`src/hw/rtl/icpr_pkg.sv`:
```
// Shared types and constants for the I2C command packet receiver.
// No dependencies; every other file of the block uses this package.
package icpr_pkg;

    // Bytes in one command packet: feature, command, checksum
    localparam int PACKET_BYTES = 3;

    typedef enum logic [1:0] {
        EV_STOP   = 2'd0,
        EV_ADDR_W = 2'd1,
        EV_ADDR_R = 2'd2,
        EV_DATA   = 2'd3
    } ev_t;

    typedef enum logic [1:0] {
        ST_IDLE = 2'd0,
        ST_RECV = 2'd1,
        ST_DONE = 2'd2,
        ST_ERR  = 2'd3
    } rx_state_t;

    typedef enum logic [1:0] {
        E_NONE        = 2'd0,
        E_PROTO       = 2'd1,
        E_MALFORMED   = 2'd2,
        E_UNSUPPORTED = 2'd3
    } err_t;

    // One bus event as held in the input register
    typedef struct packed {
        ev_t        op;
        logic [7:0] rx_byte;
        logic       byte_full;
    } icpr_event_t;

    // One status result as handed to the output register
    typedef struct packed {
        logic       tx_valid;
        logic [7:0] tx_byte;
        logic       release_clock;
        rx_state_t  rx_state;
        err_t       error;
    } icpr_result_t;

endpackage

```
`src/hw/rtl/icpr_in_reg.sv`:
```
// Input register stage of the I2C command packet receiver.
// Depends on icpr_pkg for the event struct.
module icpr_in_reg (
    input  logic                 clk,
    input  logic                 rst_n,
    input  logic                 in_valid,
    output logic                 in_ready,
    input  icpr_pkg::icpr_event_t in_event,
    output logic                 ev_valid,
    input  logic                 ev_ready,
    output icpr_pkg::icpr_event_t ev_data
);

    logic                  valid_reg;
    logic                  valid_next;
    icpr_pkg::icpr_event_t data_reg;

    // Take a new request whenever the held one is empty or moving on
    assign in_ready = !valid_reg || ev_ready;

    always_comb
    begin
        if (in_ready)
        begin
            valid_next = in_valid;
        end
        else
        begin
            valid_next = valid_reg;
        end
    end

    always_ff @(posedge clk or negedge rst_n)
    begin
        if (!rst_n)
        begin
            valid_reg <= 1'b0;
        end
        else
        begin
            valid_reg <= valid_next;
        end
    end

    // Hold payload; no reset needed
    always_ff @(posedge clk)
    begin
        if (in_valid && in_ready)
        begin
            data_reg <= in_event;
        end
    end

    assign ev_valid = valid_reg;
    assign ev_data  = data_reg;

endmodule

```
`src/hw/rtl/icpr_core.sv`:
```
// Receive state machine, byte count and checksum sum of the packet receiver.
// Depends on icpr_pkg for event, state, error and result types.
module icpr_core (
    input  logic                  clk,
    input  logic                  rst_n,
    input  logic                  fire,
    input  icpr_pkg::icpr_event_t ev,
    output icpr_pkg::icpr_result_t result
);

    localparam logic [1:0] LAST_INDEX = 2'(icpr_pkg::PACKET_BYTES - 1);

    icpr_pkg::rx_state_t state_reg, state_next;
    icpr_pkg::err_t      error_reg, error_next;
    logic [1:0]          count_reg, count_next;
    logic [7:0]          sum_reg, sum_next;
    logic [7:0]          expect_sum;
    logic                tx_valid;
    logic                release_clock;

    // Checksum is the two's complement of feature plus command
    assign expect_sum = 8'd0 - sum_reg;

    // Next state, error, count and sum
    always_comb
    begin
        state_next = state_reg;
        error_next = error_reg;
        count_next = count_reg;
        sum_next   = sum_reg;
        priority if (ev.op == icpr_pkg::EV_STOP)
        begin
            state_next = icpr_pkg::ST_IDLE;
            error_next = icpr_pkg::E_NONE;
        end
        else if (state_reg == icpr_pkg::ST_ERR)
        begin
            state_next = state_reg;
        end
        else
        begin
            unique case (ev.op)
                icpr_pkg::EV_ADDR_W:
                begin
                    state_next = icpr_pkg::ST_RECV;
                    count_next = 2'd0;
                    sum_next   = 8'd0;
                end
                icpr_pkg::EV_ADDR_R:
                begin
                    if (state_reg != icpr_pkg::ST_DONE)
                    begin
                        state_next = icpr_pkg::ST_ERR;
                        error_next = icpr_pkg::E_PROTO;
                    end
                end
                default:
                begin
                    if (state_reg == icpr_pkg::ST_RECV && ev.byte_full)
                    begin
                        if (count_reg >= LAST_INDEX)
                        begin
                            error_next = (expect_sum == ev.rx_byte) ?
                                         icpr_pkg::E_UNSUPPORTED : icpr_pkg::E_MALFORMED;
                            state_next = icpr_pkg::ST_DONE;
                            count_next = 2'd0;
                            sum_next   = 8'd0;
                        end
                        else
                        begin
                            sum_next   = sum_reg + ev.rx_byte;
                            count_next = count_reg + 2'd1;
                        end
                    end
                    else
                    begin
                        state_next = icpr_pkg::ST_ERR;
                        error_next = icpr_pkg::E_PROTO;
                    end
                end
            endcase
        end
    end

    // Transmit and clock-release outputs
    always_comb
    begin
        tx_valid      = 1'b0;
        release_clock = 1'b1;
        priority if (ev.op == icpr_pkg::EV_STOP || state_reg == icpr_pkg::ST_ERR)
        begin
            release_clock = 1'b1;
        end
        else
        begin
            unique case (ev.op)
                icpr_pkg::EV_ADDR_W:
                begin
                    // Address ack is done by hardware; keep stretching
                    release_clock = 1'b0;
                end
                icpr_pkg::EV_ADDR_R:
                begin
                    tx_valid = (state_reg == icpr_pkg::ST_DONE);
                end
                default:
                begin
                    release_clock = !(state_reg == icpr_pkg::ST_RECV && ev.byte_full &&
                                      count_reg < LAST_INDEX);
                end
            endcase
        end
    end

    assign result.tx_valid      = tx_valid;
    assign result.tx_byte       = tx_valid ? {6'd0, error_reg} : 8'd0;
    assign result.release_clock = release_clock;
    assign result.rx_state      = state_next;
    assign result.error         = error_next;

    // Advance the state only when a request moves to the output
    always_ff @(posedge clk or negedge rst_n)
    begin
        if (!rst_n)
        begin
            state_reg <= icpr_pkg::ST_IDLE;
            error_reg <= icpr_pkg::E_NONE;
            count_reg <= 2'd0;
            sum_reg   <= 8'd0;
        end
        else if (fire)
        begin
            state_reg <= state_next;
            error_reg <= error_next;
            count_reg <= count_next;
            sum_reg   <= sum_next;
        end
    end

endmodule

```
`src/hw/rtl/icpr_out_reg.sv`:
```
// Result register of the packet receiver, holds a result until taken.
// Depends on icpr_pkg for the result struct.
module icpr_out_reg (
    input  logic                   clk,
    input  logic                   rst_n,
    input  logic                   load,
    output logic                   load_ready,
    input  icpr_pkg::icpr_result_t result,
    output logic                   out_valid,
    input  logic                   out_ready,
    output icpr_pkg::icpr_result_t held
);

    logic                   valid_reg;
    logic                   valid_next;
    icpr_pkg::icpr_result_t data_reg;

    assign load_ready = !valid_reg || out_ready;

    always_comb
    begin
        if (load_ready)
        begin
            valid_next = load;
        end
        else
        begin
            valid_next = valid_reg;
        end
    end

    always_ff @(posedge clk or negedge rst_n)
    begin
        if (!rst_n)
        begin
            valid_reg <= 1'b0;
        end
        else
        begin
            valid_reg <= valid_next;
        end
    end

    // Capture a new result; payload needs no reset
    always_ff @(posedge clk)
    begin
        if (load && load_ready)
        begin
            data_reg <= result;
        end
    end

    assign out_valid = valid_reg;
    assign held      = data_reg;

endmodule

```
`src/hw/rtl/i2c_command_packet_receiver.sv`:
```
// Path: a request accepted into the input register is decoded and loaded into the result register,
// which raises out_valid.
// Throughput: one bus event per cycle while out_ready does not stall the result register.
// Reset (rst_n low, asynchronous): state idle, no error, count and sum zero, no
// request held in either register.
module i2c_command_packet_receiver (
    input  logic       clk,
    input  logic       rst_n,
    input  logic       in_valid,
    output logic       in_ready,
    input  logic [1:0] op,
    input  logic [7:0] rx_byte,
    input  logic       byte_full,
    output logic       out_valid,
    input  logic       out_ready,
    output logic       tx_valid,
    output logic [7:0] tx_byte,
    output logic       release_clock,
    output logic [1:0] rx_state_out,
    output logic [1:0] error_out
);

    icpr_pkg::icpr_event_t  in_event;
    icpr_pkg::icpr_event_t  ev_data;
    icpr_pkg::icpr_result_t result;
    icpr_pkg::icpr_result_t held;
    logic                   ev_valid;
    logic                   ev_ready;

    assign in_event.op        = icpr_pkg::ev_t'(op);
    assign in_event.rx_byte   = rx_byte;
    assign in_event.byte_full = byte_full;

    icpr_in_reg u_in_reg (
        .clk      (clk),
        .rst_n    (rst_n),
        .in_valid (in_valid),
        .in_ready (in_ready),
        .in_event (in_event),
        .ev_valid (ev_valid),
        .ev_ready (ev_ready),
        .ev_data  (ev_data)
    );

    icpr_core u_core (
        .clk    (clk),
        .rst_n  (rst_n),
        .fire   (ev_valid && ev_ready),
        .ev     (ev_data),
        .result (result)
    );

    icpr_out_reg u_out_reg (
        .clk        (clk),
        .rst_n      (rst_n),
        .load       (ev_valid),
        .load_ready (ev_ready),
        .result     (result),
        .out_valid  (out_valid),
        .out_ready  (out_ready),
        .held       (held)
    );

    assign tx_valid      = held.tx_valid;
    assign tx_byte       = held.tx_byte;
    assign release_clock = held.release_clock;
    assign rx_state_out  = held.rx_state;
    assign error_out     = held.error;

endmodule

```
`config.mk`:
```
export PLATFORM = sky130hd
export DESIGN_NAME = i2c_command_packet_receiver
export DESIGN_NICKNAME = d
export VERILOG_FILES = /design/src/hw/rtl/icpr_pkg.sv /design/src/hw/rtl/icpr_in_reg.sv /design/src/hw/rtl/icpr_core.sv /design/src/hw/rtl/icpr_out_reg.sv /design/src/hw/rtl/i2c_command_packet_receiver.sv
export SDC_FILE = /design/constraint.sdc
export NUM_CORES = 1
export LEC_CHECK = 0
export ABC_AREA = 1
export BUFFER_PORTS_ARGS = -buffer_cell sky130_fd_sc_hd__buf_4
export CAP_MARGIN = 15
export CORE_MARGIN = 8
export CORE_UTILIZATION = 45
export CTS_CLUSTER_DIAMETER = 100
export CTS_CLUSTER_SIZE = 30
export DETAILED_ROUTE_END_ITERATION = 8
export PLACE_DENSITY = 0.76
export SYNTH_ARGS = -nofsm -noshare
export SYNTH_HDL_FRONTEND = slang
export SYNTH_HIERARCHICAL = 1
export SYNTH_SLANG_ARGS = --single-unit
```
`constraint.sdc`:
```
create_clock -name clk -period 3.9 [get_ports clk]
set_input_delay 0 -clock clk [delete_from_list [all_inputs] [get_ports clk]]
set_output_delay 0 -clock clk [all_outputs]
set_load 0.005 [all_outputs]
```
Yosys cells after proc, flatten, opt, wreduce, memory -nomap -nowiden. Index checks and enable logic that the tools add are counted.

Bits in registers: 41. Input port bits: 15. Output and inout bits: 16. Word-level logic and storage cells: 65.

Reductions and logical operators: 13. Bitwise operators: 3. Mux-type cells: 22. Add/subtract/negate cells: 3. $lt $le $gt $ge: 2. Equality and inequality tests: 7.

Operator list (count): 2-bit two-way mux (12); 8-bit two-way mux (2); 8-bit one-hot mux with 2 select lines (1); 2-bit one-hot mux with 2 select lines (3); 8-bit adder (1); 8-bit == test (1); 1-bit by 8-bit subtractor with 8-bit output (first input constant) (1); 2-bit == test (second input constant) (3); 5-bit AND reduction (1); 2-bit by 1-bit == test with 1-bit output (second input constant) (2); 1-bit logical AND (4); 1-bit zero test (3); 1-bit logical OR (3); 1-bit two-way mux (3); 1-bit NOT (3); 2-bit by 1-bit adder with 2-bit output (second input constant) (1); 2-bit >= comparator (second input constant) (1); 2-bit zero test (1); 2-bit < comparator (second input constant) (1); 2-bit inequality test (second input constant) (1); 1-bit one-hot mux with 2 select lines (1); 2-bit nonzero test (1).

Longest topological paths before layout.
Word-level depth: 8. Gate-level depth with buffers: 14. Gate-level depth less buffers: 14.

Hierarchy. The synthesis kept the hierarchy.

Modules (own cells, without submodules): icpr_core (cells each 217, instances 1, area an instance 1390.1 sq um, sequential area each 350.3 sq um); icpr_out_reg (cells each 20, instances 1, area an instance 465.4 sq um, sequential area each 445.4 sq um); icpr_in_reg (cells each 17, instances 1, area an instance 375.4 sq um, sequential area each 355.3 sq um); i2c_command_packet_receiver (cells each 2, instances 1, area an instance 7.5 sq um, sequential area each 0.0 sq um).

Least setup slack after synthesis. Ideal clock, no wire load.

Kind: register -> register. Start point: register u_core.sum_reg[1]. End point: register u_out_reg.data_reg (netlist bit u_out_reg/held[0]), data pin. Stages on the path, launching flop included: 13. Setup slack: 2302 ps. Setup time: 255 ps. Data arrival time: 1344 ps. Buffers on the path: 0. Period minus slack after synthesis: 1598 ps. Data required time: 3645 ps. Cells stage by stage: dfrtp_1 inv_1 ha_1 nand2_1 nor2_1 inv_1 nand2_1 nand2_1 nand2_1 nor2_1 nand2_1 nand2_1 and2_1.

RTL lines: from (decl) (RTL line icpr_core.sv:16) `logic [7:0] sum_reg, sum_next;`; from (signal assigned) (RTL line icpr_core.sv:136) `sum_reg <= sum_next;`; to (signal assigned) (RTL line icpr_out_reg.sv:49) `data_reg <= result;`; to (decl) (RTL line icpr_out_reg.sv:16) `icpr_pkg::icpr_result_t data_reg;`.

==> reports/qor.yml <==
setup_path:
  critPathMaxFanout: 5
  cp-start-kind: "flop"
  crit_required_ns: 3.95
  worstSetupPathType: "flop to flop"
  cp.arrival_ns: 1.86
  cp-end-kind: "flop"
routing:
  drt_wl_total_um: 4470
  route.vias.total: 1731
  avgViaCountPerCell: 4.65
  drc: 0
  dr.first_iter.drc_count: 111
  wire_per_inst_um: 12.0
  firstDrtPassIters: 4
  antenna_left: 0
yosys:
  syn_inst: 256
  synthXorXnorAreaFrac_pct: 1.57
  syn_area_um2: 2240
  synth_top_family_by_area: "simple AND/OR/NAND/NOR gates"
  muxShareOfSynthArea_pct: 0
  synthDistinctLibCells: 27
  yosys.area.top_type: "edfxtp_1"
  seq_area_frac_synth_pct: 51.4
  synth.yosys.warnings: 6
  yosys.area_share.simple_pct: 22.7
  ys_seq_elements: 41
  synth_area_per_cell_um2: 8.74
  synth_fa_ha_area_share_pct: 7.04
  synthTopCellsByArea: "edfxtp_1, dfrtp_1, nand2_1"
  synth_compound_area_share_pct: 7.21
  synth_top_cell_area_share_pct: 33.5
floorplanning:
  start_util_pct: 47.1
  die_w_um: 86.5
  io_pins: 31
  fp.dieH_um: 86.5
  core_um2: 4750
  die_area_um2: 7490
  rows: 25
finish:
  num_antenna_cells: 0
  final_area_um2: 2750
  fillerInstances: 441
  fin_nets: 331
  drive_above_1_share_pct: 14.1
  final_cell_mix: "nand2_1, inv_1, buf_4, edfxtp_1, nor2_1"
  largest_reg_flops: 14
  final_common_cell: "nand2_1"
  register_area_um2: 1150
  multi_input_area_um2: 885
  area_growth_pct: 22.7
  fin_cells: 372
global_routing:
  grt_usage_pct: 12.9
  overflow: 0
  grt_pass1_vias: 1744
  antenna_found_initial: 0
  grt_pass1_wl_um: 7680
  grt_max_degree: 17
power_and_ir_drop:
  clkPwrFrac_pct: 21.0
  pwr-share-seq_pct: 39.6
  p_leak_nw: 1.30
  peakVddDrop_mv: 0.321
  power_density_nw_per_um2: 577
  p_sw_w: 0.000596
  sw_frac_of_total_pct: 37.6
  p_int_w: 0.000988
  power_frac_comb_pct: 39.5
cts:
  max-clock-path-buffers: 2
  htree_levels: 2
  cts_buffers: 5
  insertion_delay_ns: 0.29
  ctsResizeCount: 0
  clk_pin_slew_ns: 0.08
  clock-sinks: 41
  cts_tree: "yes"
  post_cts_buffers: 0
  clock-root-buffer: "clkbuf_8"
sta:
  min_period_ns: 1.81
  setup_viol_count_final: 0
  period_share_pct: 46.4
  slew_viol_final: 0
  rsz0062_at_grt: "no"
  final.setup.tns_ns: 0
  max_clock_freq_ghz: 0.553
  clock_skew_ns: 0.00564
  final_hold_viol_count: 0
run:
  cap_violations: 0
status:
  status: "finished, final reports clean"
placed_design:
  hpwl_um: 3250
  place_congestion: 0.886
  port_buffers: 30
  dpl_cell_area_um2: 2500
  dp.cells: 350
hold_path:
  hold_path.class: "input port to flop"
==> kinds of logic (layout without fill, tap and decap cells) <==
kind of cell	after synthesis	count (layout)
AND/OR/NAND/NOR	120	120
buffers and inverters	49	93
flip-flops	41	41
AO/OA/AOI/OAI	29	29
adder cells (fa/ha/maj)	12	12
XOR/XNOR	4	4
other	1	6
==> worst paths after layout <==
| check | startpoint | endpoint | slack (ns) | cells after the start |
|---|---|---|---|---|
| max | u_core/sum_reg[0]$_DFFE_PN0P_ | u_out_reg/held[0]$_DFFE_PP_ | 2.09 | 12 |
| min | out_ready | u_out_reg/out_valid$_DFFE_PN0P_ | 0.005 | 4 |
| max reg2reg | u_core/sum_reg[0]$_DFFE_PN0P_ | u_out_reg/held[0]$_DFFE_PP_ | 2.09 | 12 |
| min reg2reg | u_core/error_reg[0]$_DFFE_PN0P_ | u_core/error_reg[0]$_DFFE_PN0P_ | 0.52 | 2 |
| max in group asynchronous | rst_n | u_core/error_reg[0]$_DFFE_PN0P_ | 3.60 | 2 |
| min in group asynchronous | rst_n | u_core/sum_reg[0]$_DFFE_PN0P_ | 0.11 | 2 |
==> timing repair <==
item	CTS	global route
setup endpoints to repair	0	0
hold buffers	13	0
hold endpoints to repair	28	0
==> synthesized netlist by cell type <==
cell      count
edfxtp_1     25
xnor2_1       2
a21oi_1      10
buf_6         1
a211oi_1      1
clkinv_1      1
nor3_4        1
inv_2         2
o311ai_0      1
nand2_1      72
dfrtp_1      16
inv_1        37
nor3_2        1
o21ai_0       9
and2_1        1
ha_1         11
nor2_1       24
o22ai_1       8
nand4_1       3
nand3_1      12
fa_1          1
conb_1        1
nor3_1        3
nand3b_1      2
xor2_1        2
nand2_2       1
buf_4         8
==> metal layers <==
layer / vias to the layer above / GRT usage [%] / part of all wire [%]
li1: 914 / - / -
met1: 769 / 15.2 / 46
met2: 41 / 21.7 / 47
met3: 7 / 3.31 / 4.9
met4: 0 / 5.32 / 1.6
met5: - / 0 / 0
==> per-stage QoR <==
stage / util, % / hold slack, ns / total power (W) / setup WS (ns)
4_1_cts: 57.6 / 0.000352 / 0.00159 / 2.02
2_1_floorplan: - / -0.296 / 0.00109 / 2.30
5_1_grt: 57.8 / 0.0487 / 0.00172 / 1.90
3_3_place_gp: 52.6 / -0.112 / 0.00122 / 2.14
3_5_place_dp: 52.6 / -0.117 / 0.00124 / 2.04
6_report: 57.8 / 0.00453 / 0.00158 / 2.09
==> worst max-delay path, cell delays in order, from the launching register on <==
cell and delay [ns]:
dfrtp_1 0.40, inv_1 0.13, ha_1 0.27, nand2_1 0.07, nor2_1 0.17, inv_1 0.06, nand2_1 0.06, nand2_1 0.04
nand2_1 0.05, nor2_1 0.04, nand2_1 0.06, nand2_1 0.06, and2_1 0.15
==> power groups by stage <==
stage | sequential [W] | clock, W | combinational (W)
4_1_cts | 0.000626 | 0.000339 | 0.000623
3_5_place_dp | 0.000634 | 0 | 0.000605
3_3_place_gp | 0.000630 | 0 | 0.000588
6_report | 0.000627 | 0.000332 | 0.000625
2_1_floorplan | 0.000616 | 0 | 0.000476
5_1_grt | 0.000638 | 0.000356 | 0.000722
==> final cells by class <==
class	instances	share of cell area (%)
Sequential cell	41	41.9
Tap cell	67	3.05
Timing Repair Buffer	45	13.5
Multi-Input combinational cell	171	32.2
Inverter	40	5.47
Clock buffer	6	2.64
Clock inverter	2	1.23
No activity file was read; power rests on OpenSTA's default activity.
